**src/design/sps_pkg.sv**
```systemverilog
// Shared types, syntax step codes and helpers for the SPS frame-size parser.
// No dependencies; sps_dp, sps_ctrl, the top level and sps_chk import this package.
`default_nettype none
package sps_pkg;

  localparam int DIM_BITS_DEF = 16;

  // syntax walker steps
  localparam logic [5:0] ST_HEADER     = 6'd0;
  localparam logic [5:0] ST_FIXED      = 6'd1;
  localparam logic [5:0] ST_SPS_ID     = 6'd2;
  localparam logic [5:0] ST_CHROMA     = 6'd3;
  localparam logic [5:0] ST_SEPARATE   = 6'd4;
  localparam logic [5:0] ST_DEPTH_L    = 6'd5;
  localparam logic [5:0] ST_DEPTH_C    = 6'd6;
  localparam logic [5:0] ST_BYPASS     = 6'd7;
  localparam logic [5:0] ST_MATRIX     = 6'd8;
  localparam logic [5:0] ST_LIST_FLAG  = 6'd9;
  localparam logic [5:0] ST_LIST_DELTA = 6'd10;
  localparam logic [5:0] ST_FRAME_NUM  = 6'd11;
  localparam logic [5:0] ST_POC_TYPE   = 6'd12;
  localparam logic [5:0] ST_POC_LSB    = 6'd13;
  localparam logic [5:0] ST_POC_ZERO   = 6'd14;
  localparam logic [5:0] ST_POC_NONREF = 6'd15;
  localparam logic [5:0] ST_POC_TB     = 6'd16;
  localparam logic [5:0] ST_POC_COUNT  = 6'd17;
  localparam logic [5:0] ST_POC_REF    = 6'd18;
  localparam logic [5:0] ST_MAX_REF    = 6'd19;
  localparam logic [5:0] ST_GAPS       = 6'd20;
  localparam logic [5:0] ST_WIDTH      = 6'd21;
  localparam logic [5:0] ST_HEIGHT     = 6'd22;
  localparam logic [5:0] ST_FMO        = 6'd23;
  localparam logic [5:0] ST_MBAFF      = 6'd24;
  localparam logic [5:0] ST_DIRECT     = 6'd25;
  localparam logic [5:0] ST_CROP_FLAG  = 6'd26;
  localparam logic [5:0] ST_CROP_L     = 6'd27;
  localparam logic [5:0] ST_CROP_B     = 6'd30;
  localparam logic [5:0] ST_DONE       = 6'd31;
  localparam logic [5:0] ST_DRAIN      = 6'd32;

  // result status codes
  localparam logic [2:0] STS_OK       = 3'd0;
  localparam logic [2:0] STS_SKIPPED  = 3'd1;
  localparam logic [2:0] STS_NOT_SPS  = 3'd2;
  localparam logic [2:0] STS_BAD_FLD  = 3'd3;
  localparam logic [2:0] STS_TRUNC    = 3'd4;
  localparam logic [2:0] STS_RANGE    = 3'd5;

  typedef struct packed {
    logic       load;
    logic       byte_step;
    logic       bit_step;
    logic [2:0] bit_sel;
    logic       finish;
  } sps_cmd_t;

  typedef struct packed {
    logic need_bits;
    logic last;
  } sps_sts_t;

  // steps whose syntax element is ue(v)/se(v) coded
  function automatic logic is_ue(input logic [5:0] s);
    case (s) inside
      ST_SPS_ID, ST_CHROMA, ST_DEPTH_L, ST_DEPTH_C, ST_LIST_DELTA, ST_FRAME_NUM,
      ST_POC_TYPE, ST_POC_LSB, ST_POC_NONREF, ST_POC_TB, ST_POC_COUNT,
      ST_POC_REF, ST_MAX_REF, ST_WIDTH, ST_HEIGHT,
      [ST_CROP_L:ST_CROP_B]: is_ue = 1'b1;
      default:                is_ue = 1'b0;
    endcase
  endfunction

  function automatic logic high_profile(input logic [7:0] p);
    high_profile = (p == 8'd100) || (p == 8'd110) || (p == 8'd122) ||
                   (p == 8'd244) || (p == 8'd44) || (p == 8'd83) ||
                   (p == 8'd86) || (p == 8'd118) || (p == 8'd128);
  endfunction

  function automatic logic [15:0] sat16(input logic [31:0] v);
    sat16 = (v[31:16] != 16'd0) ? 16'hFFFF : v[15:0];
  endfunction

endpackage
`default_nettype wire

```
**src/design/sps_if.sv**
```systemverilog
// Valid/ready channel interfaces for the SPS parser input and result items.
// No dependencies.
`default_nettype none
interface sps_in_if;
  logic       valid;
  logic       ready;
  logic [7:0] nal_byte;
  logic       last_byte;
  modport source(output valid, nal_byte, last_byte, input ready);
  modport sink(input valid, nal_byte, last_byte, output ready);
endinterface

interface sps_out_if;
  logic        valid;
  logic        ready;
  logic [2:0]  status;
  logic [15:0] frame_width;
  logic [15:0] frame_height;
  logic [7:0]  profile_code;
  logic [7:0]  level_code;
  logic [4:0]  set_id;
  logic [1:0]  chroma_format;
  modport source(output valid, status, frame_width, frame_height, profile_code,
                 level_code, set_id, chroma_format, input ready);
  modport sink(input valid, status, frame_width, frame_height, profile_code,
               level_code, set_id, chroma_format, output ready);
endinterface
`default_nettype wire

```
**src/design/sps_dp.sv**
```systemverilog
// Datapath: byte capture, emulation-prevention removal, Exp-Golomb walker,
// syntax state, size computation and result register. Uses sps_pkg.
`default_nettype none
module sps_dp #(
  parameter int DIM_BITS = sps_pkg::DIM_BITS_DEF
) (
  input  wire logic             clk,
  input  wire logic             rst_n,
  input  wire logic             cfg_we,
  input  wire logic             cfg_wdata,
  input  wire logic [7:0]       nal_byte,
  input  wire logic             last_byte,
  input  wire sps_pkg::sps_cmd_t cmd,
  output sps_pkg::sps_sts_t     sts,
  output logic [2:0]            status,
  output logic [15:0]           frame_width,
  output logic [15:0]           frame_height,
  output logic [7:0]            profile_code,
  output logic [7:0]            level_code,
  output logic [4:0]            set_id,
  output logic [1:0]            chroma_format
);
  import sps_pkg::*;

  localparam int LIM = (DIM_BITS >= 16) ? 65535 : ((1 << DIM_BITS) - 1);

  logic        en_r;
  logic [7:0]  byte_r;
  logic        last_r;
  logic [5:0]  step_r, step_nxt;
  logic [1:0]  zrun_r, zrun_nxt;
  logic [1:0]  bidx_r, bidx_nxt;
  logic [4:0]  lz_r, lz_nxt;
  logic [31:0] acc_r, acc_nxt;
  logic [4:0]  rem_r, rem_nxt;
  logic [7:0]  loop_r, loop_nxt;
  logic [6:0]  spos_r, spos_nxt;
  logic [7:0]  nscale_r, nscale_nxt;
  logic [15:0] wu_r, wu_nxt, hu_r, hu_nxt;
  logic [15:0] crop_r [4];
  logic [15:0] crop_nxt [4];
  logic        fmo_r, fmo_nxt, sep_r, sep_nxt, sfx_r, sfx_nxt;
  logic [7:0]  prof_r, prof_nxt, lvl_r, lvl_nxt;
  logic [4:0]  id_r, id_nxt;
  logic [1:0]  chr_r, chr_nxt;
  logic [2:0]  err_r, err_nxt;

  logic        epb, active, bit_in, tv_en;
  logic [31:0] tv, acc_s;
  logic [7:0]  ns, lp1, lists;
  logic [6:0]  sp1;
  logic [5:0]  crop_off;

  assign epb    = (zrun_r == 2'd2) && (byte_r == 8'h03);
  assign active = (step_r != ST_DONE) && (step_r != ST_DRAIN);
  assign sts.need_bits = (step_r != ST_HEADER) && (step_r != ST_FIXED) && active && !epb;
  assign sts.last = last_r;

  assign bit_in   = byte_r[cmd.bit_sel];
  assign acc_s    = {acc_r[30:0], bit_in};
  assign lp1      = loop_r + 8'd1;
  assign lists    = (chr_r != 2'd3) ? 8'd8 : 8'd12;
  assign sp1      = spos_r + 7'd1;
  assign crop_off = step_r - ST_CROP_L;

  always_comb begin
    step_nxt = step_r; zrun_nxt = zrun_r; bidx_nxt = bidx_r; lz_nxt = lz_r;
    acc_nxt = acc_r; rem_nxt = rem_r; loop_nxt = loop_r; spos_nxt = spos_r;
    nscale_nxt = nscale_r; wu_nxt = wu_r; hu_nxt = hu_r;
    for (int i = 0; i < 4; i++) crop_nxt[i] = crop_r[i];
    fmo_nxt = fmo_r; sep_nxt = sep_r; sfx_nxt = sfx_r;
    prof_nxt = prof_r; lvl_nxt = lvl_r; id_nxt = id_r; chr_nxt = chr_r;
    err_nxt = err_r;
    tv_en = 1'b0; tv = '0; ns = nscale_r;

    if (cmd.finish) begin
      // back to the state after reset, waiting for a header
      step_nxt = ST_HEADER; zrun_nxt = '0; bidx_nxt = '0; lz_nxt = '0;
      acc_nxt = '0; rem_nxt = '0; loop_nxt = '0; spos_nxt = '0; nscale_nxt = 8'd8;
      wu_nxt = '0; hu_nxt = '0;
      for (int i = 0; i < 4; i++) crop_nxt[i] = '0;
      fmo_nxt = 1'b0; sep_nxt = 1'b0; sfx_nxt = 1'b0;
      prof_nxt = '0; lvl_nxt = '0; id_nxt = '0; chr_nxt = '0; err_nxt = '0;
    end else if (cmd.byte_step) begin
      if (step_r == ST_HEADER) begin
        if (byte_r[4:0] != 5'd7) begin
          err_nxt = STS_NOT_SPS; step_nxt = ST_DRAIN;
        end else if (!en_r) begin
          err_nxt = STS_SKIPPED; step_nxt = ST_DRAIN;
        end else begin
          step_nxt = ST_FIXED; bidx_nxt = '0; zrun_nxt = '0; chr_nxt = 2'd1;
        end
      end else if (active) begin
        if (epb) begin
          zrun_nxt = '0;
        end else begin
          zrun_nxt = (byte_r != 8'd0) ? 2'd0 : ((zrun_r == 2'd2) ? 2'd2 : zrun_r + 2'd1);
          if (step_r == ST_FIXED) begin
            bidx_nxt = bidx_r + 2'd1;
            if (bidx_r == 2'd0) begin
              if (byte_r == 8'd0) begin
                err_nxt = STS_BAD_FLD; step_nxt = ST_DRAIN;
              end else prof_nxt = byte_r;
            end else if (bidx_r == 2'd1) begin
              if (byte_r[1:0] != 2'd0) begin
                err_nxt = STS_BAD_FLD; step_nxt = ST_DRAIN;
              end
            end else begin
              if (byte_r == 8'd0) begin
                err_nxt = STS_BAD_FLD; step_nxt = ST_DRAIN;
              end else begin
                lvl_nxt = byte_r; step_nxt = ST_SPS_ID;
              end
            end
          end
        end
      end
    end else if (cmd.bit_step && active) begin
      // Exp-Golomb prefix/suffix, or a single flag bit
      if (!is_ue(step_r)) begin
        tv_en = 1'b1; tv = {31'd0, bit_in};
      end else if (!sfx_r) begin
        if (!bit_in) begin
          lz_nxt = lz_r + 5'd1;
          if (lz_r == 5'd30) begin
            err_nxt = STS_TRUNC; step_nxt = ST_DRAIN;
          end
        end else if (lz_r == 5'd0) begin
          tv_en = 1'b1;
        end else begin
          sfx_nxt = 1'b1; rem_nxt = lz_r; acc_nxt = 32'd1;
        end
      end else begin
        rem_nxt = rem_r - 5'd1;
        if (rem_r == 5'd1) begin
          tv_en = 1'b1; tv = acc_s - 32'd1;
          sfx_nxt = 1'b0; lz_nxt = '0; acc_nxt = '0;
        end else acc_nxt = acc_s;
      end

      if (tv_en) begin
        unique case (step_r) inside
          ST_SPS_ID: begin
            if (tv > 32'd31) begin
              err_nxt = STS_BAD_FLD; step_nxt = ST_DRAIN;
            end else begin
              id_nxt = tv[4:0];
              step_nxt = high_profile(prof_r) ? ST_CHROMA : ST_FRAME_NUM;
            end
          end
          ST_CHROMA: begin
            if (tv > 32'd3) begin
              err_nxt = STS_BAD_FLD; step_nxt = ST_DRAIN;
            end else begin
              chr_nxt = tv[1:0];
              step_nxt = (tv[1:0] == 2'd3) ? ST_SEPARATE : ST_DEPTH_L;
            end
          end
          ST_SEPARATE: begin
            if (tv[0]) sep_nxt = 1'b1;
            step_nxt = ST_DEPTH_L;
          end
          ST_MATRIX: begin
            loop_nxt = '0;
            step_nxt = tv[0] ? ST_LIST_FLAG : ST_FRAME_NUM;
          end
          ST_LIST_FLAG: begin
            if (tv[0]) begin
              spos_nxt = '0; nscale_nxt = 8'd8; step_nxt = ST_LIST_DELTA;
            end else begin
              loop_nxt = lp1;
              step_nxt = (lp1 >= lists) ? ST_FRAME_NUM : ST_LIST_FLAG;
            end
          end
          ST_LIST_DELTA: begin
            // se(v) mapping of delta_scale, 8-bit wrap
            ns = tv[0] ? (nscale_r + tv[8:1] + 8'd1) : (nscale_r - tv[8:1]);
            nscale_nxt = ns;
            spos_nxt = sp1;
            if (ns == 8'd0 || sp1 >= ((loop_r < 8'd6) ? 7'd16 : 7'd64)) begin
              loop_nxt = lp1;
              step_nxt = (lp1 >= lists) ? ST_FRAME_NUM : ST_LIST_FLAG;
            end
          end
          ST_POC_TYPE: begin
            step_nxt = (tv == 32'd0) ? ST_POC_LSB :
                       ((tv == 32'd1) ? ST_POC_ZERO : ST_MAX_REF);
          end
          ST_POC_LSB: step_nxt = ST_MAX_REF;
          ST_POC_COUNT: begin
            if (tv > 32'd255) begin
              err_nxt = STS_BAD_FLD; step_nxt = ST_DRAIN;
            end else begin
              loop_nxt = tv[7:0];
              step_nxt = (tv == 32'd0) ? ST_MAX_REF : ST_POC_REF;
            end
          end
          ST_POC_REF: begin
            loop_nxt = loop_r - 8'd1;
            if (loop_r == 8'd1) step_nxt = ST_MAX_REF;
          end
          ST_WIDTH: begin
            wu_nxt = sat16(tv); step_nxt = ST_HEIGHT;
          end
          ST_HEIGHT: begin
            hu_nxt = sat16(tv); step_nxt = ST_FMO;
          end
          ST_FMO: begin
            if (tv[0]) fmo_nxt = 1'b1;
            step_nxt = tv[0] ? ST_DIRECT : ST_MBAFF;
          end
          ST_CROP_FLAG: step_nxt = tv[0] ? ST_CROP_L : ST_DONE;
          [ST_CROP_L:ST_CROP_B]: begin
            crop_nxt[crop_off[1:0]] = sat16(tv);
            step_nxt = step_r + 6'd1;
          end
          default: step_nxt = step_r + 6'd1;
        endcase
      end
    end
  end

  // final size check
  logic [22:0] fw, fh, crw, crh, w_c, h_c;
  logic [1:0]  cat;
  logic [2:0]  fin_sts;

  always_comb begin
    cat = sep_r ? 2'd0 : chr_r;
    fw  = {3'd0, 20'({4'd0, wu_r} + 20'd1) << 4};
    fh  = 23'({7'd0, hu_r} + 23'd1) << (fmo_r ? 4 : 5);
    crw = 23'({7'd0, crop_r[0]} + {7'd0, crop_r[1]}) << ((cat == 2'd1 || cat == 2'd2) ? 1 : 0);
    crh = 23'({7'd0, crop_r[2]} + {7'd0, crop_r[3]}) <<
          ((fmo_r ? 0 : 1) + ((cat == 2'd1) ? 1 : 0));
    w_c = fw - crw;
    h_c = fh - crh;
    if (err_r != STS_OK) fin_sts = err_r;
    else if (step_r != ST_DONE) fin_sts = STS_TRUNC;
    else if (crw >= fw || crh >= fh) fin_sts = STS_RANGE;
    else if (w_c > 23'(LIM) || h_c > 23'(LIM)) fin_sts = STS_RANGE;
    else fin_sts = STS_OK;
  end

  always_ff @(posedge clk) begin
    if (!rst_n) begin
      en_r <= 1'b1;
      step_r <= ST_HEADER; zrun_r <= '0; bidx_r <= '0; lz_r <= '0;
      acc_r <= '0; rem_r <= '0; loop_r <= '0; spos_r <= '0; nscale_r <= 8'd8;
      wu_r <= '0; hu_r <= '0;
      for (int i = 0; i < 4; i++) crop_r[i] <= '0;
      fmo_r <= 1'b0; sep_r <= 1'b0; sfx_r <= 1'b0;
      prof_r <= '0; lvl_r <= '0; id_r <= '0; chr_r <= '0; err_r <= '0;
      last_r <= 1'b0;
    end else begin
      if (cfg_we) en_r <= cfg_wdata;
      step_r <= step_nxt; zrun_r <= zrun_nxt; bidx_r <= bidx_nxt; lz_r <= lz_nxt;
      acc_r <= acc_nxt; rem_r <= rem_nxt; loop_r <= loop_nxt; spos_r <= spos_nxt;
      nscale_r <= nscale_nxt; wu_r <= wu_nxt; hu_r <= hu_nxt;
      for (int i = 0; i < 4; i++) crop_r[i] <= crop_nxt[i];
      fmo_r <= fmo_nxt; sep_r <= sep_nxt; sfx_r <= sfx_nxt;
      prof_r <= prof_nxt; lvl_r <= lvl_nxt; id_r <= id_nxt; chr_r <= chr_nxt;
      err_r <= err_nxt;
      if (cmd.load) last_r <= last_byte;
    end
  end

  // payload registers
  always_ff @(posedge clk) begin
    if (cmd.load) byte_r <= nal_byte;
    if (cmd.finish) begin
      status <= fin_sts;
      if (fin_sts == STS_OK) begin
        frame_width   <= w_c[15:0];
        frame_height  <= h_c[15:0];
        profile_code  <= prof_r;
        level_code    <= lvl_r;
        set_id        <= id_r;
        chroma_format <= chr_r;
      end else begin
        frame_width <= '0; frame_height <= '0; profile_code <= '0;
        level_code <= '0; set_id <= '0; chroma_format <= '0;
      end
    end
  end

endmodule
`default_nettype wire

```
**src/design/sps_ctrl.sv**
```systemverilog
// Controller: sequences accept, byte step, eight bit steps when the walker needs bits, and result hand-off.
// Uses sps_pkg command/status types.
`default_nettype none
module sps_ctrl (
  input  wire logic              clk,
  input  wire logic              rst_n,
  input  wire logic              in_valid,
  output logic                   in_ready,
  output logic                   out_valid,
  input  wire logic              out_ready,
  input  wire sps_pkg::sps_sts_t sts,
  output sps_pkg::sps_cmd_t      cmd
);
  import sps_pkg::*;

  typedef enum logic [1:0] {S_IDLE, S_BYTE, S_BITS, S_FIN} state_t;

  state_t     state_r, state_nxt;
  logic [2:0] cnt_r, cnt_nxt;
  logic       ov_r, ov_nxt;

  always_comb begin
    state_nxt = state_r;
    cnt_nxt   = cnt_r;
    ov_nxt    = ov_r && !out_ready;
    cmd       = '0;
    in_ready  = 1'b0;
    unique case (state_r)
      S_IDLE: in_ready = 1'b1;
      S_BYTE: begin
        cmd.byte_step = 1'b1;
        in_ready = !sts.need_bits && !sts.last;
        if (sts.need_bits) begin
          cnt_nxt = 3'd7; state_nxt = S_BITS;
        end else if (sts.last) state_nxt = S_FIN;
        else state_nxt = S_IDLE;
      end
      S_BITS: begin
        cmd.bit_step = 1'b1;
        cmd.bit_sel  = cnt_r;
        cnt_nxt = cnt_r - 3'd1;
        in_ready = (cnt_r == 3'd0) && !sts.last;
        if (cnt_r == 3'd0) state_nxt = sts.last ? S_FIN : S_IDLE;
      end
      S_FIN: begin
        if (!ov_r || out_ready) begin
          cmd.finish = 1'b1; ov_nxt = 1'b1; state_nxt = S_IDLE;
        end
      end
      default: state_nxt = S_IDLE;
    endcase
    cmd.load = in_ready && in_valid;
    if (cmd.load) state_nxt = S_BYTE;
  end

  assign out_valid = ov_r;

  always_ff @(posedge clk) begin
    if (!rst_n) begin
      state_r <= S_IDLE;
      cnt_r   <= '0;
      ov_r    <= 1'b0;
    end else begin
      state_r <= state_nxt;
      cnt_r   <= cnt_nxt;
      ov_r    <= ov_nxt;
    end
  end

endmodule
`default_nettype wire

```
**src/design/h264_sps_frame_size_parser.sv**
```systemverilog
// A header, profile/constraint/level, removed 0x03 or post-walker byte takes only a byte step;
// a coded byte takes a byte step, then one bit step per bit through the Exp-Golomb walker.
// A final byte adds a finish step (held while an earlier result waits) and an idle state;
// the result is valid after the finish; its register lets the next unit's bytes be taken meanwhile.
// Reset (rst_n low, synchronous): parse_enable=1, walker awaits a header.
// Top level: SPS frame-size parser; depends on sps_pkg, sps_if, sps_ctrl, sps_dp.
`default_nettype none
module h264_sps_frame_size_parser #(
  parameter int DIM_BITS = sps_pkg::DIM_BITS_DEF
) (
  input  wire logic clk,
  input  wire logic rst_n,
  input  wire logic cfg_we,
  input  wire logic cfg_wdata,
  sps_in_if.sink    in_ch,
  sps_out_if.source out_ch
);
  import sps_pkg::*;

  sps_cmd_t cmd;
  sps_sts_t sts;

  // controller: one byte step per item, then eight bit steps when the walker needs bits
  sps_ctrl u_ctrl (
    .clk       (clk),
    .rst_n     (rst_n),
    .in_valid  (in_ch.valid),
    .in_ready  (in_ch.ready),
    .out_valid (out_ch.valid),
    .out_ready (out_ch.ready),
    .sts       (sts),
    .cmd       (cmd)
  );

  // datapath: syntax walker state, size math and the result register
  sps_dp #(.DIM_BITS(DIM_BITS)) u_dp (
    .clk           (clk),
    .rst_n         (rst_n),
    .cfg_we        (cfg_we),
    .cfg_wdata     (cfg_wdata),
    .nal_byte      (in_ch.nal_byte),
    .last_byte     (in_ch.last_byte),
    .cmd           (cmd),
    .sts           (sts),
    .status        (out_ch.status),
    .frame_width   (out_ch.frame_width),
    .frame_height  (out_ch.frame_height),
    .profile_code  (out_ch.profile_code),
    .level_code    (out_ch.level_code),
    .set_id        (out_ch.set_id),
    .chroma_format (out_ch.chroma_format)
  );

endmodule
`default_nettype wire

```
**src/flat_wrapper.sv**
```systemverilog
// flat-port wrapper written by rule: the top's interface ports become plain ports
module h264_sps_frame_size_parser_flat import sps_pkg::*;
#(
  parameter int DIM_BITS = sps_pkg::DIM_BITS_DEF
)
  (clk, rst_n, cfg_we, cfg_wdata, in_ch_valid, in_ch_nal_byte, in_ch_last_byte, in_ch_ready, out_ch_valid, out_ch_status, out_ch_frame_width, out_ch_frame_height, out_ch_profile_code, out_ch_level_code, out_ch_set_id, out_ch_chroma_format, out_ch_ready);
  sps_in_if in_ch_i ();
  sps_out_if out_ch_i ();
  input  wire logic clk;
  input  wire logic rst_n;
  input  wire logic cfg_we;
  input  wire logic cfg_wdata;
  input wire logic [$bits(in_ch_i.valid)-1:0] in_ch_valid;
  input wire logic [$bits(in_ch_i.nal_byte)-1:0] in_ch_nal_byte;
  input wire logic [$bits(in_ch_i.last_byte)-1:0] in_ch_last_byte;
  output wire logic [$bits(in_ch_i.ready)-1:0] in_ch_ready;
  output wire logic [$bits(out_ch_i.valid)-1:0] out_ch_valid;
  output wire logic [$bits(out_ch_i.status)-1:0] out_ch_status;
  output wire logic [$bits(out_ch_i.frame_width)-1:0] out_ch_frame_width;
  output wire logic [$bits(out_ch_i.frame_height)-1:0] out_ch_frame_height;
  output wire logic [$bits(out_ch_i.profile_code)-1:0] out_ch_profile_code;
  output wire logic [$bits(out_ch_i.level_code)-1:0] out_ch_level_code;
  output wire logic [$bits(out_ch_i.set_id)-1:0] out_ch_set_id;
  output wire logic [$bits(out_ch_i.chroma_format)-1:0] out_ch_chroma_format;
  input wire logic [$bits(out_ch_i.ready)-1:0] out_ch_ready;
  assign in_ch_i.valid = in_ch_valid;
  assign in_ch_i.nal_byte = in_ch_nal_byte;
  assign in_ch_i.last_byte = in_ch_last_byte;
  assign in_ch_ready = in_ch_i.ready;
  assign out_ch_valid = out_ch_i.valid;
  assign out_ch_status = out_ch_i.status;
  assign out_ch_frame_width = out_ch_i.frame_width;
  assign out_ch_frame_height = out_ch_i.frame_height;
  assign out_ch_profile_code = out_ch_i.profile_code;
  assign out_ch_level_code = out_ch_i.level_code;
  assign out_ch_set_id = out_ch_i.set_id;
  assign out_ch_chroma_format = out_ch_i.chroma_format;
  assign out_ch_i.ready = out_ch_ready;
  h264_sps_frame_size_parser #(.DIM_BITS(DIM_BITS)) u_core (.clk(clk), .rst_n(rst_n), .cfg_we(cfg_we), .cfg_wdata(cfg_wdata), .in_ch(in_ch_i), .out_ch(out_ch_i));
endmodule
```
**config.mk**
```make
export PLATFORM = sky130hd
export DESIGN_NAME = h264_sps_frame_size_parser_flat
export DESIGN_NICKNAME = d
export VERILOG_FILES = /design/src/design/sps_pkg.sv /design/src/design/sps_if.sv /design/src/design/sps_dp.sv /design/src/design/sps_ctrl.sv /design/src/design/h264_sps_frame_size_parser.sv /design/src/flat_wrapper.sv
export SDC_FILE = /design/constraint.sdc
export NUM_CORES = 1
export LEC_CHECK = 0
export BUFFER_PORTS_ARGS = -buffer_cell sky130_fd_sc_hd__buf_2
export CAP_MARGIN = 0
export CORE_AREA = 3 3 213 236
export DETAILED_ROUTE_END_ITERATION = 8
export DIE_AREA = 0 0 216 239
export SETUP_SLACK_MARGIN = 0.15
export SLEW_MARGIN = 20
export SYNTH_ARGS = -nofsm -noshare
export SYNTH_HDL_FRONTEND = slang
export SYNTH_SLANG_ARGS = --single-unit
export TNS_END_PERCENT = 30
```
**constraint.sdc**
```tcl
create_clock -name clk -period 11.9 [get_ports clk]
set_input_delay 0.595 -clock clk [delete_from_list [all_inputs] [get_ports clk]]
set_output_delay 0.595 -clock clk [all_outputs]
set_load 0.005 [all_outputs]
```
Word level (Yosys, flattened, before mapping)
Memory sizes are Yosys's and may differ from the RTL's.
Index checks and enable logic that the tools add are counted.

storage, ports and cells
  bits of input ports = 15
  memories = 1
  RAM bits = 64
  flip-flop bits (word level) = 209
  output and inout bits = 60
  word-level logic and storage cells = 395

cells by class
  add/subtract/negate cells = 21
  $lt $le $gt $ge = 15
  mux-type cells = 158
  bitwise gates (word level) = 13
  shifts and indexed selects = 3
  eq/ne operators = 73
  reduce and logical (&&, ||, !) cells = 78

memory list
  name                words  bits a word  rd ports  clocked after memory_dff  write ports  RTL line      RTL
  u_core.u_dp.crop_r  4      16           4         0                         4            sps_dp.sv:40  logic [15:0] crop_r [4];

operators with widths
  operator                                              count
  two-way mux 64 bit                                    5
  two-way mux 32 bit                                    6
  two-way mux 6 bit                                     23
  two-way mux 31 bit                                    4
  two-way mux 16 bit                                    6
  case mux 6 bit (14 select lines)                      1
  two-way mux 3 bit                                     27
  bitwise mux 64 bit                                    1
  two-way mux 2 bit                                     27
  equality test 6 x 5 -> 1 bit, second input constant   8
  equality test 8 x 7 -> 1 bit, second input constant   6
  > comparator 23 x 16 -> 1 bit, second input constant  2
  equality test 6 x 4 -> 1 bit, second input constant   7
  two-way mux 5 bit                                     8
  two-way mux 8 bit                                     5
  case mux 8 bit (5 select lines)                       1
  adder 16 x 16 -> 17 bit                               2
  demux 16 bit (select 2 bit)                           1
  equality test 32 x 1 -> 1 bit, second input constant  1
  > comparator 32 x 2 -> 1 bit, second input constant   1
  > comparator 32 x 5 -> 1 bit, second input constant   1
  > comparator 32 x 8 -> 1 bit, second input constant   1
  zero test 32 bit                                      1
  two-way mux 1 bit                                     32
  87 further kinds                                      184

Logic depth before layout (Yosys ltp)
Gate-level depths: netlist (run 1).

  depth in word-level cells = 21
  mapped depth = 26
  mapped depth without buffers = 23

By module
From an unflattened synthesis (run 1), not the netlist that was laid out.

unflattened totals
  cells, all modules = 2413
  area total of the unflattened synthesis = 19518.7 µm²

modules (own cells, without submodules)
  module    seq. area each (µm²)  area an instance (µm²)  times used  cells each
  sps_dp    6005.8                19018.2                 1           2352
  sps_ctrl  120.1                 500.5                   1           61

Worst setup path after synthesis (run 1)
Ideal clock, no wire load.

  path type = reg2reg
  start point = memory u_core.u_dp.crop_r[1][0]
  end point = register u_core.u_dp.chroma_format[1] (data pin)
  buffers on the path = 3
  library setup time = 171 ps
  arrival time = 5528 ps
  data required time = 11729 ps
  stages on the path, launching flop included = 24
  period minus slack after synthesis = 5699 ps
  setup slack = 6201 ps
  cell sequence = dfxtp_1 ha_1 fa_1 a21o_1 a21oi_1 nor2b_1 o21a_1 o311ai_0 a31oi_1 a41o_1 nor2_1 mux2i_1 ha_1 clkbuf_1 nand2_1 a2111oi_0 o21a_1 nor2_1 mux2i_1 a2111o_1 or4_1 buf_2 buf_6 nor4_2

RTL lines
  element               RTL line       RTL
  from (decl)           sps_dp.sv:40
  to (signal assigned)  sps_dp.sv:278  chroma_format <= chr_r;
  to (decl)             sps_dp.sv:21   output logic [1:0] chroma_format

==> impl_metrics.json, run 1 <==
{
  "synth_warnings": 0,
  "start_util_pct": 40.0,
  "syn_area_per_cell_um2": 7.99,
  "powerDensity_nw_per_um2": 111,
  "die_h_um": 239,
  "synth-edff-count": 66,
  "antenna_cells": 0,
  "cts_made_buffers": 34,
  "clock_latency_ns": 0.56,
  "hold_viol": 0,
  "cts_resized": 0,
  "combPwrFrac_pct": 10.9,
  "cp-start-kind": "flip-flop",
  "grtUsageTotal_pct": 20.7,
  "grt_max_degree": 85,
  "cap_violations": 0,
  "ys_top_cells_by_area": "dfxtp_1, edfxtp_1, ha_1",
  "path_cells": "ha_1 > fa_1 > a21o_1 > a21oi_1 > nor2b_1 > o21a_1 > o311ai_0 > a31oi_1 > a41o_1 > nor2_1 > mux2i_1 > ha_1 > nand2_1 > a2111oi_0 > o21a_1 > nor2_1 > mux2i_1 > a2111o_1 > or4_2 > buf_4 > a2111oi_2",
  "slowest_delay_ns": 0.78,
  "critical_path_arrival_ns": 7.06,
  "gp_congestion": 0.941,
  "finClkSkew_ns": 0.0292,
  "fp.coreArea_um2": 47900,
  "gr-total-overflow": 0,
  "synth-main-ff-cell": "dfxtp_1",
  "drv_slew": 0,
  "yosys-top-cells-count": "nand2_1, nor2_1, a21oi_1",
  "syn_area_um2": 19100,
  "period_needed_ns": 6.72,
  "startpoint": "u_core.u_dp.crop_r[1][0]",
  "crit_fanout": 57,
  "setup_tns_ns": 0,
  "cts.clk_slew.worst_paths_ns": 0.06,
  "io-pin-count": 75,
  "portBuffers": 74,
  "drt_iter0_drc": 1392,
  "cts.root.buffer_cell": "clkbuf_16",
  "antenna_found_initial": 0,
  "worst_pin_slew_ns": 1.16,
  "clock_sinks": 273,
  "ant_nets": 0,
  "area_growth_syn_to_layout_pct": 10.1,
  "grt_setup_unrepaired": "no",
  "cp.required_ns": 12.24,
  "htree_levels": 2,
  "grt_pass1_vias": 16268,
  "status": "finished, final reports clean",
  "hp-class": "in -> reg",
  "synth_area_leader_cell": "dfxtp_1",
  "synth.top_cell.area_share_pct": 21.6,
  "final.setup.worst_slack_ns": 5.18,
  "p_leak_uw": 0.00780,
  "critPathTopFamily": "compound AO/OA/AOI/OAI gates",
  "hpwl_um": 40700,
  "die_x_um": 216,
  "slew_headroom_pct": 22.1,
  "switchingPower_uw": 644,
  "critPathCaptureType": "flip-flop",
  "rows": 84,
  "cp.buffers_inverters": 1,
  "synth.net_count": 2532,
  "drt_pass1_iterations": 5,
  "vias": 17690,
  "cts_buffer_depth": 3,
  "power_frac_seq_pct": 42.0,
  "path_class": "reg -> reg",
  "power_frac_clock_pct": 47.0,
  "synth-seq-cells": 273,
  "rr_startpoint": "u_core.u_dp.crop_r[1][0]",
  "dieArea_um2": 51600,
  "synthArstFlopShare_pct": 0,
  "drc": 0,
  "clock.fmax_mhz": 149,
  "hold_start": "in_ch_nal_byte[3]",
  "period_share_pct": 56.5,
  "wl_per_cell_um": 18.2,
  "drt-total-wl_um": 55300,
  "seq_area_um2": 6130,
  "yosysUniqueCellTypes": 87,
  "ys_seq_area_share_pct": 32.0,
  "power_uw": 2340,
  "synthMostInstantiatedCell": "nand2_1",
  "dp_slack_ns": 5.20,
  "fill_cells": 4811,
  "cts_tree": "built",
  "post_cts_buffers": 0,
  "multi_input_area_um2": 12100,
  "nets": 2508,
  "postCtsHoldBufs": 0,
  "report.final.setup_viol": 0,
  "final_core_util_pct": 44.0,
  "vias_per_cell": 5.81,
  "netSwitchingFraction_pct": 27.5,
  "drive_gt1_share_pct": 9.63,
  "slowest_stage": "a2111oi_0",
  "synthCells": 2397,
  "power.internal_uw": 1690,
  "ir_drop_uv": 95.1,
  "grt_pass1_wl_um": 88500
}
==> placed cells by master, fill, tap and decap left out, drive strengths merged, types with 12 or more instances in the layout <==
master / instances
a21oi: 222
nor3: 51
mux2i: 51
a21o: 25
or2: 12
xnor2: 69
nor2b: 26
nand2: 284
o211ai: 20
o21ai: 91
and2: 23
nor2: 232
xor2: 41
nand3: 103
a31oi: 25
or4: 14
nand2b: 25
buf: 92
a211oi: 73
inv: 97
clkbuf: 44
and3: 31
nand4: 21
o22ai: 14
nor4: 77
dfxtp: 207
nor3b: 12
or3: 15
ha: 116
edfxtp: 66
==> path summary, 6_finish.rpt <==
| kind | to | slack (ns) | cells after the start |
|---|---|---|---|
| worst max-delay path | u_core.u_dp.frame_height[11] | 5.18 | 21 |
| worst min-delay path | u_core.u_dp.byte_r[3] | 0.21 | 1 |
| worst max register to register | u_core.u_dp.frame_height[11] | 5.18 | 21 |
| worst min register to register | u_core.u_dp.crop_r[1][13] | 0.46 | 2 |
==> metal layers <==
layer | share of wire [%] | track usage, % | routed length, um
met5 | 0 | 0 | 0
met4 | 3.2 | 7.12 | 1740
met3 | 5.2 | 3.10 | 2850
met2 | 45 | 33.7 | 25000
met1 | 47 | 28.1 | 25800
==> state kept, by name, summed over array words and instances (netlist names), 7 cells and up <==
| signal | cells |
|---|---|
| u_core.u_dp.crop_r | 64 |
| u_core.u_dp.acc_r | 31 |
| u_core.u_dp.frame_height | 16 |
| u_core.u_dp.frame_width | 16 |
| u_core.u_dp.hu_r | 16 |
| u_core.u_dp.wu_r | 16 |
| u_core.u_dp.byte_r | 8 |
| u_core.u_dp.level_code | 8 |
| u_core.u_dp.loop_r | 8 |
| u_core.u_dp.lvl_r | 8 |
| u_core.u_dp.nscale_r | 8 |
| u_core.u_dp.prof_r | 8 |
| u_core.u_dp.profile_code | 8 |
| u_core.u_dp.spos_r | 7 |
==> power groups by stage <==
stage	clock [uW]	combinational, uW	sequential [uW]
after detailed placement	0	254	1000
after floorplan	0	202	993
final	1100	256	983
after global routing	1160	280	984
after global placement	0	251	1000
after CTS	1130	254	982
==> per-stage QoR <==
stage          instance area (um^2)  cells  hold WS [ns]
2_1_floorplan                 19100   2397         0.432
6_report                      21100   3044         0.214
5_1_grt                       21100   3044         0.192
3_3_place_gp                  19900   2982         0.445
3_5_place_dp                  19900   2982         0.452
4_1_cts                       21100   3044         0.182
==> cell type report <==
class                      count  area share, %
clock buffer                  44           4.50
clock inverter                18           1.19
inverter                      92           1.64
multi-input combinational   1880           57.4
sequential                   273           29.1
tap                          645           3.83
timing repair buffer          92           2.40
==> cell families (layout without fill, tap and decap cells) <==
logic type	after synthesis	in the layout	synth area share, %
AND/OR/NAND/NOR	967	967	25.6
adder cells (fa/ha/maj)	121	121	8.05
AO/OA/AOI/OAI	618	618	20.8
multiplexers	64	64	3.55
buffers and inverters	244	246	4.95
XOR/XNOR	110	110	5.03
flip-flops	273	273	32.0
Power figures use the tool's default switching activity.
==> run 2, diff against run 1 <==
Settings changed: ABC_AREA from default to 1, CORE_AREA 3 3 213 236 to 3 3 216 239, DIE_AREA 0 0 216 239 to 0 0 219 242.
Clock period 11.9 ns to 5.8 ns, I/O delays scaled along.
==> run 2 against run 1 <==
Sequential share of layout area fell by 0.78 points. Hold slack worse by 0.18 ns. Clock-buffer cell count is 6 lower. Synthesized area is 2.3% higher. Non-clock buffer count grew 15. Die area grew 2.7%. Critical path depth is 8 higher. Core utilization is 0.10 points higher. Combinational power rose to 6.3 times the previous value. First-iteration DRC count is 14% lower. Highest routed layer unchanged.
==> impl_metrics.json, run 2 <==
{
  "cts_buffer_depth": 3,
  "finClkSkew_ns": 0.0140,
  "nets": 3098,
  "place_inst": 3569,
  "report.final.setup_viol": 0,
  "rows": 85,
  "powerDensity_nw_per_um2": 264,
  "start_util_pct": 39.9,
  "cts.root.buffer_cell": "clkbuf_16",
  "gr-total-overflow": 0,
  "cp.required_ns": 6.14,
  "largest_register_ffs": 64,
  "largest-register": "u_core.u_dp.crop_r",
  "synth_mux_area_share_pct": 0.358,
  "syn_area_um2": 19600,
  "period_needed_ns": 5.20,
  "critPathCaptureType": "flip-flop",
  "p_leak_uw": 0.0104,
  "worst_pin_slew_ns": 1.09,
  "top_regs": "u_core.u_dp.crop_r: 64 flops, u_core.u_dp.acc_r: 31 flops",
  "clock_sinks": 273,
  "synthCells": 2915,
  "gp_congestion": 0.948,
  "io-pin-count": 75,
  "syn_area_per_cell_um2": 6.72,
  "status": "finished, final reports clean",
  "cts_made_buffers": 31,
  "antenna_found_initial": 0,
  "ir_drop_uv": 234,
  "layout.cells.non_filler": 3634,
  "vias": 18768,
  "critical_path_arrival_ns": 5.54,
  "yosysUniqueCellTypes": 61,
  "period_share_pct": 89.7,
  "slew_headroom_pct": 27.4,
  "die_h_um": 242,
  "synth-seq-cells": 273,
  "drt_pass1_iterations": 6,
  "crit_fanout": 5,
  "clock_latency_ns": 0.59,
  "cts_tree": "built",
  "path_class": "reg -> reg",
  "cap_violations": 0,
  "area_growth_syn_to_layout_pct": 10.6,
  "synthArstFlopShare_pct": 0,
  "hpwl_um": 44100,
  "dieArea_um2": 53000,
  "htree_levels": 1,
  "cts.clk_slew.worst_paths_ns": 0.06,
  "grt_setup_unrepaired": "yes",
  "synth_area_leader_cell": "dfxtp_1",
  "synthMostInstantiatedCell": "nand2_1",
  "synth_xor_area_share_pct": 4.38,
  "synthAdderAreaFrac_pct": 7.82,
  "portBuffers": 74,
  "ys_seq_area_share_pct": 31.3,
  "wl_per_cell_um": 15.8,
  "hp-class": "in -> reg",
  "drive_gt1_share_pct": 7.41,
  "synthSimpleGateAreaFrac_pct": 25.5,
  "ys_top_cells_by_area": "dfxtp_1, edfxtp_1, nand2_1",
  "synth.net_count": 3050,
  "hold_viol": 0,
  "synth-main-ff-cell": "dfxtp_1",
  "synth_top_family_by_area": "simple AND/OR/NAND/NOR gates",
  "synth_warnings": 0,
  "critPathTopFamily": "compound AO/OA/AOI/OAI gates",
  "slowest_stage": "fa_1",
  "layout_common_cells": "nand2_1, inv_1, nor2_1, a21oi_1, o21ai_0",
  "synth_compound_gate_area_share_pct": 18.7,
  "post_cts_buffers": 0,
  "synth-edff-count": 66,
  "grtUsageTotal_pct": 21.3,
  "crit_top_cell": "nand2_1",
  "clock.fmax_mhz": 192,
  "drt_iter0_drc": 1192,
  "drc": 0,
  "fp.coreArea_um2": 49100,
  "grt_max_degree": 86,
  "synth.top_cell.area_share_pct": 21.1,
  "antenna_cells": 0,
  "setup_tns_ns": 0,
  "ant_nets": 0,
  "yosys-top-cells-count": "nand2_1, inv_1, nor2_1",
  "slowest_delay_ns": 0.42,
  "cp.buffers_inverters": 0,
  "drt-total-wl_um": 57300,
  "grt_pass1_wl_um": 92900,
  "vias_per_cell": 5.16,
  "grt_pass1_vias": 18019,
  "die_x_um": 219,
  "cp-start-kind": "flip-flop",
  "drv_slew": 0
}
-- run 2: changes by cell type after synthesis, moves of 30 or more --
cell | previous run | this run
inv_1 | 91 | 491
nand2_1 | 284 | 492
o21ai_0 | 91 | 250
nor2_1 | 231 | 319
clkbuf_1 | 137 | 54
a21oi_1 | 222 | 292
nand3_1 | 103 | 172
xnor2_1 | 69 | 22
mux2i_1 | 51 | 7
a211oi_1 | 73 | 37
xor2_1 | 41 | 76
nor4_1 | 45 | 12
nor4_2 | 32 | 1
and3_1 | 31 | 1
-- run 2: layout make-up --
cell class              count  area (um^2)
fillers                  5265        27500
multi-input cells        2041        11100
flip-flops and latches    273         6130
inverters                 509         1920
clock buffers              38          856
well taps                 652          816
repair buffers            107          651
clock inverters            14          159
-- run 2: metal layers --
layer | global-route usage [%] | wire, um | up-vias
li1 | - | - | 9646
met1 | 27.3 | 25500 | 8548
met2 | 36.1 | 26600 | 457
met3 | 2.43 | 2730 | 117
met4 | 8.77 | 2490 | 0
met5 | 0 | 0 | -
-- run 2: final timing paths --
path / start / to / slack, ns / depth (start not counted)
setup reg to reg: u_core.u_dp.crop_r[1][0] / u_core.u_dp.status[2] / 0.60 / 29
hold reg to reg: u_core.u_dp.lvl_r[1] / u_core.u_dp.lvl_r[1] / 0.46 / 2
hold / removal: in_ch_valid / u_core.u_dp.last_r / 0.04 / 3
setup / recovery: u_core.u_dp.crop_r[1][0] / u_core.u_dp.status[2] / 0.60 / 29
-- run 2: cells by family (layout without fill, tap and decap cells) --
family,count (synthesis),count (layout)
AO/OA/AOI/OAI,669,669
adder cells (fa/ha/maj),120,120
flip-flops,273,273
multiplexers,7,7
XOR/XNOR,98,98
AND/OR/NAND/NOR,1147,1147
buffers and inverters,601,668
-- run 2: tightest hold or removal path, stage by stage --
cell and delay (ns):
buf_2 0.10, nand2_1 0.11, a21oi_1 0.08
-- run 2: where the power goes --
part | leakage [uW] | internal (uW) | switching, uW | total (uW)
clock network | 0.000512 | 1170 | 822 | 1990
logic | 0.00756 | 470 | 1130 | 1600
registers | 0.00233 | 2050 | 72.9 | 2130
total | 0.0104 | 3700 | 2030 | 5720
-- run 2: what timing repair did --
action,CTS,global route
endpoints found under the setup margin,0,27
hold buffers,13,0
resized for setup,0,3
hold endpoints to repair,14,0
-- run 2: through the flow --
stage | power [uW] | utilization (%) | setup slack (ns) | hold slack, ns | cell area, um^2
after floorplan | 3310 | - | 1.24 | 0.389 | 19600
after global placement | 3740 | 41.7 | 0.662 | 0.447 | 20500
after detailed placement | 3750 | 41.7 | 0.554 | 0.449 | 20500
after CTS | 5770 | 44.1 | 0.540 | 0.000450 | 21700
after global routing | 6060 | 44.1 | 0.128 | 0.0539 | 21700
final | 5720 | 44.1 | 0.598 | 0.0353 | 21700
==> run 3, diff against run 2 <==
Clock period 5.8 ns to 4.7 ns, I/O delays scaled along.
==> run 3 against run 2 <==
Largest power group is now clock. Fmax up 5.2%. The run now ends with setup timing left. Critical path depth unchanged. Via count is 3.7% higher. Largest cell class unchanged.
==> impl_metrics.json, run 3 (same netlist as run 2, synthesis figures left out) <==
{
  "status": "finished, violations left",
  "violations": "setup timing",
  "hold_viol": 0,
  "path_class": "reg -> reg",
  "slowest_stage": "ha_1",
  "nets": 3259,
  "netSwitchingFraction_pct": 34.6,
  "antenna_cells": 0,
  "final_core_util_pct": 48.4,
  "hp-class": "in -> reg",
  "slowest_delay_ns": 0.38,
  "cts_tree": "built",
  "rows": 85,
  "top_regs": "u_core.u_dp.crop_r: 64 flops, u_core.u_dp.acc_r: 31 flops",
  "grt_pass1_vias": 18581,
  "multi_input_area_um2": 11700,
  "report.final.setup_viol": 57,
  "cp.required_ns": 5.00,
  "area_growth_syn_to_layout_pct": 21.4,
  "drt-total-wl_um": 60300,
  "power_frac_seq_pct": 34.3,
  "vias": 19458,
  "gp_congestion": 0.914,
  "antenna_found_initial": 0,
  "wl_per_cell_um": 15.9,
  "finClkSkew_ns": 0.0257,
  "drive_gt1_share_pct": 16.1,
  "slew_headroom_pct": 48.0,
  "cts.root.buffer_cell": "clkbuf_16",
  "largest_register_ffs": 64,
  "worst_pin_slew_ns": 0.780,
  "drt_iter0_drc": 1284,
  "dp_slack_ns": -0.231,
  "drt_pass1_iterations": 5,
  "powerDensity_nw_per_um2": 322,
  "cts_made_buffers": 34,
  "clock_latency_ns": 0.55,
  "combPwrFrac_pct": 30.2,
  "final_common_cell": "inv_1",
  "critical_path_arrival_ns": 5.24,
  "p_leak_uw": 0.0114,
  "clock_sinks": 273,
  "holdWs_ns": 0.0420,
  "ir_drop_uv": 225,
  "drc": 0,
  "htree_levels": 2,
  "final.setup.worst_slack_ns": -0.246,
  "layout_common_cells": "inv_1, nand2_1, a21oi_1, nor2_1, o21ai_0",
  "die_x_um": 219,
  "die_h_um": 242,
  "ant_nets": 0,
  "cts.clk_slew.worst_paths_ns": 0.07,
  "grtUsageTotal_pct": 22.3,
  "start_util_pct": 39.9,
  "cap_violations": 0,
  "clock.fmax_mhz": 202,
  "period_share_pct": 105,
  "gr-total-overflow": 0,
  "grt_pass1_wl_um": 96300,
  "power.internal_uw": 5010,
  "period_needed_ns": 4.95,
  "largest-register": "u_core.u_dp.crop_r",
  "portBuffers": 74,
  "power_frac_clock_pct": 35.5,
  "critPathCaptureType": "flip-flop",
  "switchingPower_uw": 2650,
  "cts_buffer_depth": 3,
  "cp-start-kind": "flip-flop",
  "grt_max_degree": 105,
  "fp.coreArea_um2": 49100,
  "setup_tns_ns": -11.54,
  "drv_slew": 0,
  "fill_cells": 5018,
  "io-pin-count": 75,
  "vias_per_cell": 5.12,
  "seq_area_um2": 6140,
  "power_uw": 7660,
  "dieArea_um2": 53000,
  "grt_setup_unrepaired": "yes",
  "hpwl_um": 45400,
  "crit_fanout": 8
}
## run 3: changes by cell type in the layout (fill, tap and decap cells not counted), moves of 13 or more
cell | before | now
nor2_2 | 21 | 60
o21ai_1 | 10 | 25
nand2_1 | 490 | 477
buf_4 | 20 | 167
a21oi_1 | 292 | 279
o21ai_0 | 249 | 232
ha_1 | 115 | 101
ha_4 | 0 | 13
nor2_1 | 315 | 266
## run 3: worst paths after layout
kind / start / end / slack (ns) / cells past startpoint
worst max-delay path: u_core.u_dp.crop_r[0][6] / u_core.u_dp.frame_height[2] / -0.25 / 29
worst min-delay path: in_ch_valid / u_core.u_dp.last_r / 0.04 / 3
worst max register to register: u_core.u_dp.crop_r[0][6] / u_core.u_dp.frame_height[2] / -0.25 / 29
worst min register to register: u_core.u_dp.lvl_r[1] / u_core.u_dp.lvl_r[1] / 0.46 / 2
## run 3: area by class of cell
type,count,share of cell area [%]
sequential,273,25.8
multi-input combinational,2041,49.4
timing repair buffer,265,8.42
clock inverter,7,0.405
clock buffer,54,4.50
inverter,509,8.07
tap,652,3.43
## run 3: repair_timing
item                       in CTS  in global routing
cloned                          3                  3
hold buffers                   14                  0
setup buffers                   8                 10
hold endpoints to repair       14                  0
pin swaps                      20                 41
setup endpoints to repair      61                 69
gates resized for setup        68                113
## run 3: critical path, delay by kind of cell, from the launching register on
family          cells  cell delay (ns)
fa+ha+maj           2             0.63
xor+xnor            1             0.15
compound gates      9             1.44
flops               1             0.33
simple gates       10             1.19
buf+inv             7             0.92
## run 3: stage by stage
step	instances	area, um^2
after CTS	3788	23200
final	3801	23800
after global placement	3702	21500
after floorplan	2915	19600
after detailed placement	3702	21500
after global routing	3801	23800
## run 3: power by group through the flow
stage	clock network, uW	registers, uW	logic (uW)
after floorplan	0	2650	1430
after global placement	0	2670	2120
after detailed placement	0	2670	2150
after CTS	2800	2620	2200
after global routing	2890	2640	2570
final	2720	2630	2310
## run 3: per-layer routing
layer | GRT usage (%) | up-vias | wire [um] | share of wire, %
met5 | 0 | - | 0 | 0
li1 | - | 9993 | - | -
met3 | 3.04 | 121 | 2550 | 4.2
met1 | 28.5 | 8894 | 26700 | 44
met4 | 7.86 | 0 | 2290 | 3.8
met2 | 38.1 | 450 | 28800 | 48
